## src/design/rbol_pkg.sv

```systemverilog
// Package for the ring buffer offset lookup: field widths, op codes and request/result types.
package rbol_pkg;

  // Default ring depth
  localparam int unsigned RING_DEPTH_DEF = 16;

  // Field widths
  localparam int unsigned HANDLE_W = 32;
  localparam int unsigned SIZE_W   = 16;
  localparam int unsigned OFFSET_W = 20;

  // Op codes
  localparam logic OP_ADD  = 1'b0;
  localparam logic OP_FIND = 1'b1;

  // Request fields
  typedef struct packed {
    logic                op;
    logic [HANDLE_W-1:0] entry_handle;
    logic [SIZE_W-1:0]   entry_size;
    logic [OFFSET_W-1:0] find_offset;
  } rbol_req_t;

  // Result fields
  typedef struct packed {
    logic                found;
    logic [HANDLE_W-1:0] found_handle;
    logic [SIZE_W-1:0]   byte_in_entry;
  } rbol_res_t;

endpackage

```

## src/design/rbol_ram.sv

```systemverilog
// Generic single-write, single-read RAM with registered read data.
module rbol_ram #(
  parameter int unsigned WIDTH = 8,
  parameter int unsigned DEPTH = 16
) (
  input  logic                     clk_i,
  input  logic                     we_i,
  input  logic [$clog2(DEPTH)-1:0] waddr_i,
  input  logic [WIDTH-1:0]         wdata_i,
  input  logic [$clog2(DEPTH)-1:0] raddr_i,
  output logic [WIDTH-1:0]         rdata_o
);

  logic [WIDTH-1:0] mem_q [DEPTH];
  logic [WIDTH-1:0] rdata_q;

  // Write port
  always_ff @(posedge clk_i) begin
    if (we_i) begin
      mem_q[waddr_i] <= wdata_i;
    end
  end

  // Registered read port
  always_ff @(posedge clk_i) begin
    rdata_q <= mem_q[raddr_i];
  end

  assign rdata_o = rdata_q;

endmodule

```

## src/design/ring_buffer_offset_lookup_top.sv

```systemverilog
// Top level of the ring buffer offset lookup: ring indices, entry RAM and find sequencer.
//
//  channel   | ports                     | handshake
//  ----------+---------------------------+-------------------------------------
//  request   | req_i                     | taken when start is high, busy low
//  result    | res_o                     | res_valid_o high for one cycle
//
// An add request never raises busy; it yields no result.
// A find request walks the stored entries (up to RING_DEPTH of them): the
// single RAM read port reads one entry per cycle, oldest first, stopping at
// the entry that holds the offset, or after the newest one if none does.
// The result is registered and shows in the cycle after the decision; busy
// drops in that same cycle. Reset empties the ring at once, no clearing pass.
// The receiver cannot stall: each result is taken in its strobe cycle.
module ring_buffer_offset_lookup_top #(
  parameter int unsigned RING_DEPTH = rbol_pkg::RING_DEPTH_DEF
) (
  input  logic                clk_i,
  input  logic                rst_ni,
  input  logic                start,
  output logic                busy,
  input  rbol_pkg::rbol_req_t req_i,
  output logic                res_valid_o,
  output rbol_pkg::rbol_res_t res_o
);

  localparam int unsigned IW     = $clog2(RING_DEPTH);
  localparam int unsigned CW     = $clog2(RING_DEPTH + 1);
  localparam int unsigned BASE_W = rbol_pkg::SIZE_W + CW;
  localparam int unsigned CMP_W  =
    ((BASE_W > rbol_pkg::OFFSET_W) ? BASE_W : rbol_pkg::OFFSET_W) + 1;
  localparam int unsigned ENT_W  = rbol_pkg::HANDLE_W + rbol_pkg::SIZE_W;
  localparam logic [IW-1:0] LAST_IDX = IW'(RING_DEPTH - 1);
  localparam logic [CW-1:0] DEPTH_C  = CW'(RING_DEPTH);

  typedef enum logic {
    ST_IDLE,
    ST_WALK
  } state_e;

  state_e                      state_q;
  logic [IW-1:0]               wr_idx_q;
  logic [IW-1:0]               rd_idx_q;
  logic                        full_q;
  logic [IW-1:0]               walk_idx_q;
  logic [CW-1:0]               left_q;
  logic [BASE_W-1:0]           base_q;
  logic [rbol_pkg::OFFSET_W-1:0] target_q;
  logic                        res_valid_q;
  rbol_pkg::rbol_res_t         res_q;

  logic                        accept;
  logic                        add_req;
  logic                        find_req;
  logic [IW-1:0]               wr_idx_nxt;
  logic [IW-1:0]               rd_idx_nxt;
  logic [CW-1:0]               count;
  logic [IW-1:0]               ram_raddr;
  logic [ENT_W-1:0]            ram_rdata;
  logic [rbol_pkg::HANDLE_W-1:0] ent_handle;
  logic [rbol_pkg::SIZE_W-1:0] ent_size;
  logic [CMP_W-1:0]            sum;
  logic                        hit;
  logic [CMP_W-1:0]            rel;

  function automatic logic [IW-1:0] ring_next(input logic [IW-1:0] i);
    ring_next = (i == LAST_IDX) ? '0 : i + IW'(1);
  endfunction

  // Request decode
  assign accept   = start && (state_q == ST_IDLE);
  assign add_req  = accept && (req_i.op == rbol_pkg::OP_ADD);
  assign find_req = accept && (req_i.op == rbol_pkg::OP_FIND);
  assign busy     = (state_q != ST_IDLE);

  // Ring occupancy
  always_comb begin
    if (full_q) begin
      count = DEPTH_C;
    end else if (wr_idx_q >= rd_idx_q) begin
      count = CW'(wr_idx_q) - CW'(rd_idx_q);
    end else begin
      count = DEPTH_C - CW'(rd_idx_q) + CW'(wr_idx_q);
    end
  end

  // Index update on add
  assign wr_idx_nxt = ring_next(wr_idx_q);
  assign rd_idx_nxt = full_q ? ring_next(rd_idx_q) : rd_idx_q;

  // Entry store: handle and size side by side
  assign ram_raddr = (state_q == ST_IDLE) ? rd_idx_q : walk_idx_q;

  rbol_ram #(
    .WIDTH (ENT_W),
    .DEPTH (RING_DEPTH)
  ) u_ram (
    .clk_i   (clk_i),
    .we_i    (add_req),
    .waddr_i (wr_idx_q),
    .wdata_i ({req_i.entry_handle, req_i.entry_size}),
    .raddr_i (ram_raddr),
    .rdata_o (ram_rdata)
  );

  assign ent_handle = ram_rdata[ENT_W-1 -: rbol_pkg::HANDLE_W];
  assign ent_size   = ram_rdata[rbol_pkg::SIZE_W-1:0];

  // Shared compare: does the offset fall before the end of this entry
  assign sum = CMP_W'(base_q) + CMP_W'(ent_size);
  assign hit = CMP_W'(target_q) < sum;
  assign rel = CMP_W'(target_q) - CMP_W'(base_q);

  // Sequencer, ring indices and registered result
  always_ff @(posedge clk_i or negedge rst_ni) begin
    if (!rst_ni) begin
      state_q     <= ST_IDLE;
      wr_idx_q    <= '0;
      rd_idx_q    <= '0;
      full_q      <= 1'b0;
      walk_idx_q  <= '0;
      left_q      <= '0;
      base_q      <= '0;
      target_q    <= '0;
      res_valid_q <= 1'b0;
      res_q       <= '0;
    end else begin
      res_valid_q <= 1'b0;
      case (state_q)
        ST_IDLE: begin
          if (add_req) begin
            wr_idx_q <= wr_idx_nxt;
            rd_idx_q <= rd_idx_nxt;
            if (wr_idx_nxt == rd_idx_nxt) begin
              full_q <= 1'b1;
            end
          end else if (find_req) begin
            target_q   <= req_i.find_offset;
            base_q     <= '0;
            left_q     <= count;
            walk_idx_q <= ring_next(rd_idx_q);
            if (count == '0) begin
              // empty ring: not found at once
              res_valid_q <= 1'b1;
              res_q       <= '0;
            end else begin
              state_q <= ST_WALK;
            end
          end
        end
        ST_WALK: begin
          if (hit) begin
            res_valid_q         <= 1'b1;
            res_q.found         <= 1'b1;
            res_q.found_handle  <= ent_handle;
            res_q.byte_in_entry <= rel[rbol_pkg::SIZE_W-1:0];
            state_q             <= ST_IDLE;
          end else if (left_q == CW'(1)) begin
            // walked past the newest entry
            res_valid_q <= 1'b1;
            res_q       <= '0;
            state_q     <= ST_IDLE;
          end else begin
            base_q     <= sum[BASE_W-1:0];
            left_q     <= left_q - CW'(1);
            walk_idx_q <= ring_next(walk_idx_q);
          end
        end
        default: begin
          state_q <= ST_IDLE;
        end
      endcase
    end
  end

  assign res_valid_o = res_valid_q;
  assign res_o       = res_q;

endmodule

```

## config.mk

```make
export PLATFORM = sky130hd
export DESIGN_NAME = ring_buffer_offset_lookup_top
export DESIGN_NICKNAME = d
export VERILOG_FILES = /design/src/design/rbol_pkg.sv /design/src/design/rbol_ram.sv /design/src/design/ring_buffer_offset_lookup_top.sv
export SDC_FILE = /design/constraint.sdc
export NUM_CORES = 1
export LEC_CHECK = 0
export BUFFER_PORTS_ARGS = -buffer_cell sky130_fd_sc_hd__buf_2
export CORE_MARGIN = 2
export CORE_UTILIZATION = 35
export CTS_CLUSTER_SIZE = 16
export DETAILED_ROUTE_END_ITERATION = 8
export GPL_TIMING_DRIVEN = 1
export PLACE_DENSITY = 0.5
export SLEW_MARGIN = 20
export SYNTH_ARGS = -nofsm -noshare
export SYNTH_HDL_FRONTEND = slang
export SYNTH_SLANG_ARGS = --single-unit
```

## constraint.sdc

```tcl
create_clock -name clk_i -period 8.5 [get_ports clk_i]
set_input_delay 0.85 -clock clk_i [delete_from_list [all_inputs] [get_ports clk_i]]
set_output_delay 0.85 -clock clk_i [all_outputs]
set_load 0.05 [all_outputs]
```

==> run summary <==
DPL Wire Length: 46500 um
Worst Path Arrival: 6.89 ns
Clk sink count: 926
Num CTS Buffers: 100
Post-Synth XOR/XNOR Area: 0.974%
Fraction of layout cells with a size suffix above 1: 23.1%
Finish-stage setup viols: 0
Synth warnings: 0
Die width: 329 um
Max Clock Freq: 0.160 GHz
Core Box Area: 105000 um2
CTS tree: done
Routed vias: 19300
Area growth syn-to-layout: 15.3%
Largest family of logic cells by synthesized area: multiplexers
Clk_skew: 0.0694 ns
Placement Rows: 119
Mux contribution to synthesized area: 12.0%
Clock Tree Root: clkbuf_16
Nets: 2336
RSZ-0062 raised after global routing: false
Vias/cell: 5.24
Outcome: finished clean
Gpl congestion: 0.777
Port Buf Inserts: 122
Slew @ Worst Pin: 1.11 ns
# IOs: 123
Post_cts resized: 0
Antenna violations before repair: 18
Worst ir drop on vdd: 0.406 mV
Post-Synth Simple-Gate Area: 4.73%
Synth cell types: 73
Die H: 329 um
Critical Path End Type: register
Fin crit period: 6.27 ns
Setup TNS: 0 ns
Synth Area in Compound Gates: 5.83%
Worst-path clk slew: 0.06 ns
DP Area: 39200 um2
Post-CTS Hold Buffers: 0
Synthesized area per cell: 18.0 um2
Max-cap check violation count: 0
Routed wire length: 89600 um
Slew HR: 26.2%
GRT Util Overall: 16.6%
Post-Syn Nets: 2183
Global-route wire length before repair: 132000 um
Diode count: 0
Drt wl/cell: 24.4 um
Critical Path RT: 9.12 ns
Grt ovf: 0
Synth Instances: 2046
Vias in the first global route: 20300
Max Slew Vio Count: 0
Final period utilization: 73.7%
H-tree lvl count: 3
Setup Buffers After CTS: 0
Hold Path Class: input pin to asynchronous set/reset pin
Critical path peak fanout: 33
CP Launch Type: register
Final Hold Fails: 0
Setup CP Type: register to register
Post-synth top flop: edfxtp_1
Worst-case clock buffer depth: 3
Latest clock arrival within the worst-skew pair: 0.70 ns
Ys async rst share: 11.9%
P per Cell Area: 361 nW/um2
Pwr Total: 0.0154 W
Final ANT Viol Nets: 0
Die area: 108000 um2
DRC errors left: 0
Fin area: 42500 um2
Leak: 14.6 nW
Number of synthesized flops with an enable pin: 768
Post-synthesis sequential area ratio: 72.6%
Synth Cell Area: 36900 um2
Yosys reg bits: 926
Synth Area in Adders: 2.27%
DRT Pass-1 Iters: 6
Largest net degree at the start of global routing: 138
Iteration-0 DRC Markers: 1334
Initial core utilization: 35.2%
Inst Count DP: 3488
Fin util: 40.5%
Fin cells: 3677
power by group:
part / internal, W / switching [W] / total (W)
clock: 0.00250 / 0.00181 / 0.00431
combinational: 0.00227 / 0.00308 / 0.00535
sequential: 0.00541 / 0.000287 / 0.00570
total: 0.0102 / 0.00518 / 0.0154
logic make-up after synthesis:
logic type,Yosys count
flops,926
buf+inv,142
compound gates,306
fa+ha+maj,65
simple gates,364
mux,202
xor+xnor,41
worst max-delay path, stage by stage (launching register included):
cell and delay (ns):
dfrtp_1 0.39, ha_1 0.21, inv_1 0.06, fa_1 0.39, nand2b_1 0.18, a21oi_1 0.26, o21ai_0 0.26, a21oi_1 0.30
a31oi_1 0.21, or3_1 0.40, xor2_1 0.16, ha_1 0.30, nand2_1 0.08, nor3_1 0.23, or4b_1 0.46, o211ai_1 0.29
o31ai_2 0.21, o21a_2 0.26, a221oi_4 0.67, buf_4 0.65, a22o_1 0.23
cell usage after synthesis (3+ instances only):
| library cell | number | area, um2 |
|---|---|---|
| and3_1 | 6 | 37.5 |
| nand3_1 | 26 | 130 |
| a22o_1 | 47 | 412 |
| a31oi_1 | 55 | 344 |
| o21ai_0 | 41 | 205 |
| and2_1 | 56 | 350 |
| xnor2_1 | 22 | 193 |
| ha_1 | 62 | 776 |
| o31ai_1 | 9 | 67.6 |
| nand2_1 | 183 | 687 |
| o21a_1 | 4 | 30.0 |
| nand4_1 | 3 | 18.8 |
| o211ai_1 | 3 | 22.5 |
| a211o_1 | 3 | 26.3 |
| nand2b_1 | 12 | 75.1 |
| nor2b_1 | 4 | 25.0 |
| a32o_1 | 3 | 30.0 |
| o21bai_1 | 4 | 30.0 |
| nor2_1 | 25 | 93.8 |
| edfxtp_1 | 768 | 23100 |
| mux4_2 | 192 | 4320 |
| clkbuf_1 | 65 | 244 |
| buf_1 | 13 | 48.8 |
| a21oi_1 | 41 | 205 |
| a21o_1 | 12 | 90.1 |
| dfxtp_1 | 48 | 961 |
| and4_1 | 4 | 35.0 |
| mux2i_1 | 7 | 70.1 |
| xor2_1 | 19 | 166 |
| buf_2 | 24 | 120 |
| dfrtp_1 | 110 | 2750 |
| nor3_1 | 17 | 85.1 |
| o22ai_1 | 6 | 37.5 |
| or3_1 | 9 | 56.3 |
| fa_1 | 3 | 60.1 |
| a311oi_1 | 3 | 26.3 |
| and2_0 | 6 | 37.5 |
| inv_1 | 38 | 143 |
| a211oi_1 | 52 | 390 |
cell usage in the layout (no fill, tap or decap), types with 6 or more instances in the layout:
cell type  synthesis  final
ha_1              62     62
nor2_1            25     24
a211oi_1          52     52
dfxtp_1           48     48
clkinv_1           0     14
buf_2             24    121
and2_4             0     12
o31ai_1            9      9
nand2b_1          12     12
clkinv_2           0     16
mux4_2           192    192
o22ai_1            6      6
nand3_1           26     26
nor3_1            17     17
inv_1             38     38
and3_1             6      6
xnor2_1           22     22
clkbuf_16          0    101
bufinv_16          0      6
a31oi_1           55     55
and2_1            56     44
dfrtp_1          110    110
a21oi_1           41     41
a21o_1            12     12
xor2_1            19     19
buf_4              1     30
a22o_1            47     47
clkbuf_1          65     28
o21ai_0           41     41
and2_0             6      6
clkbuf_8           0     12
nand2_1          183    183
or3_1              9      9
edfxtp_1         768    768
worst paths after layout:
check,startpoint,endpoint,slack [ns],cells past startpoint
setup / recovery,base_q[0]$_DFFE_PN0P_,res_o[28]$_DFFE_PN0P_,2.23,20
hold / removal,rst_ni,res_o[44]$_DFFE_PN0P_,0.15,1
max in group asynchronous,rst_ni,base_q[4]$_DFFE_PN0P_,6.98,2
setup reg to reg,base_q[0]$_DFFE_PN0P_,res_o[28]$_DFFE_PN0P_,2.23,20
min in group clk_i,req_i[6],target_q[6]$_DFFE_PN0P_,0.40,3
hold reg to reg,u_ram.rdata_o[21]$_DFF_P_,res_o[21]$_DFFE_PN0P_,0.46,1
final cells by class:
| cell class | count | area, um2 |
|---|---|---|
| Clock inverter | 48 | 509 |
| Tap cell | 1391 | 1740 |
| Inverter | 38 | 143 |
| Clock buffer | 141 | 2800 |
| Fill cell | 9447 | 62300 |
| Timing Repair Buffer | 155 | 902 |
| Multi-Input combinational cell | 978 | 9630 |
| Sequential cell | 926 | 26800 |
state kept, by name, summed over array words and instances, names as in the netlist:
register,flops
rd_idx_q,4
base_q,21
busy,1
u_ram.mem_q,768
wr_idx_q,4
res_valid_o,1
u_ram.rdata_o,48
res_o,49
full_q,1
target_q,20
left_q,5
walk_idx_q,4
per-layer routing:
layer / wire [um] / vias up / share of wire [%] / global-route usage [%]
li1: - / 8491 / - / -
met1: 39800 / 10200 / 44 / 22.6
met2: 43500 / 415 / 49 / 27.5
met3: 4130 / 159 / 4.6 / 3.28
met4: 2040 / 16 / 2.3 / 4.29
met5: 100 / - / 0.11 / 0
stage by stage:
step,worst slack (ns),hold slack [ns]
after global placement,2.28,0.435
after global routing,1.74,0.170
after CTS,2.17,0.147
final,2.23,0.153
after floorplan,3.87,0.433
after detailed placement,2.16,0.446
Power figures use the tool's default switching activity.
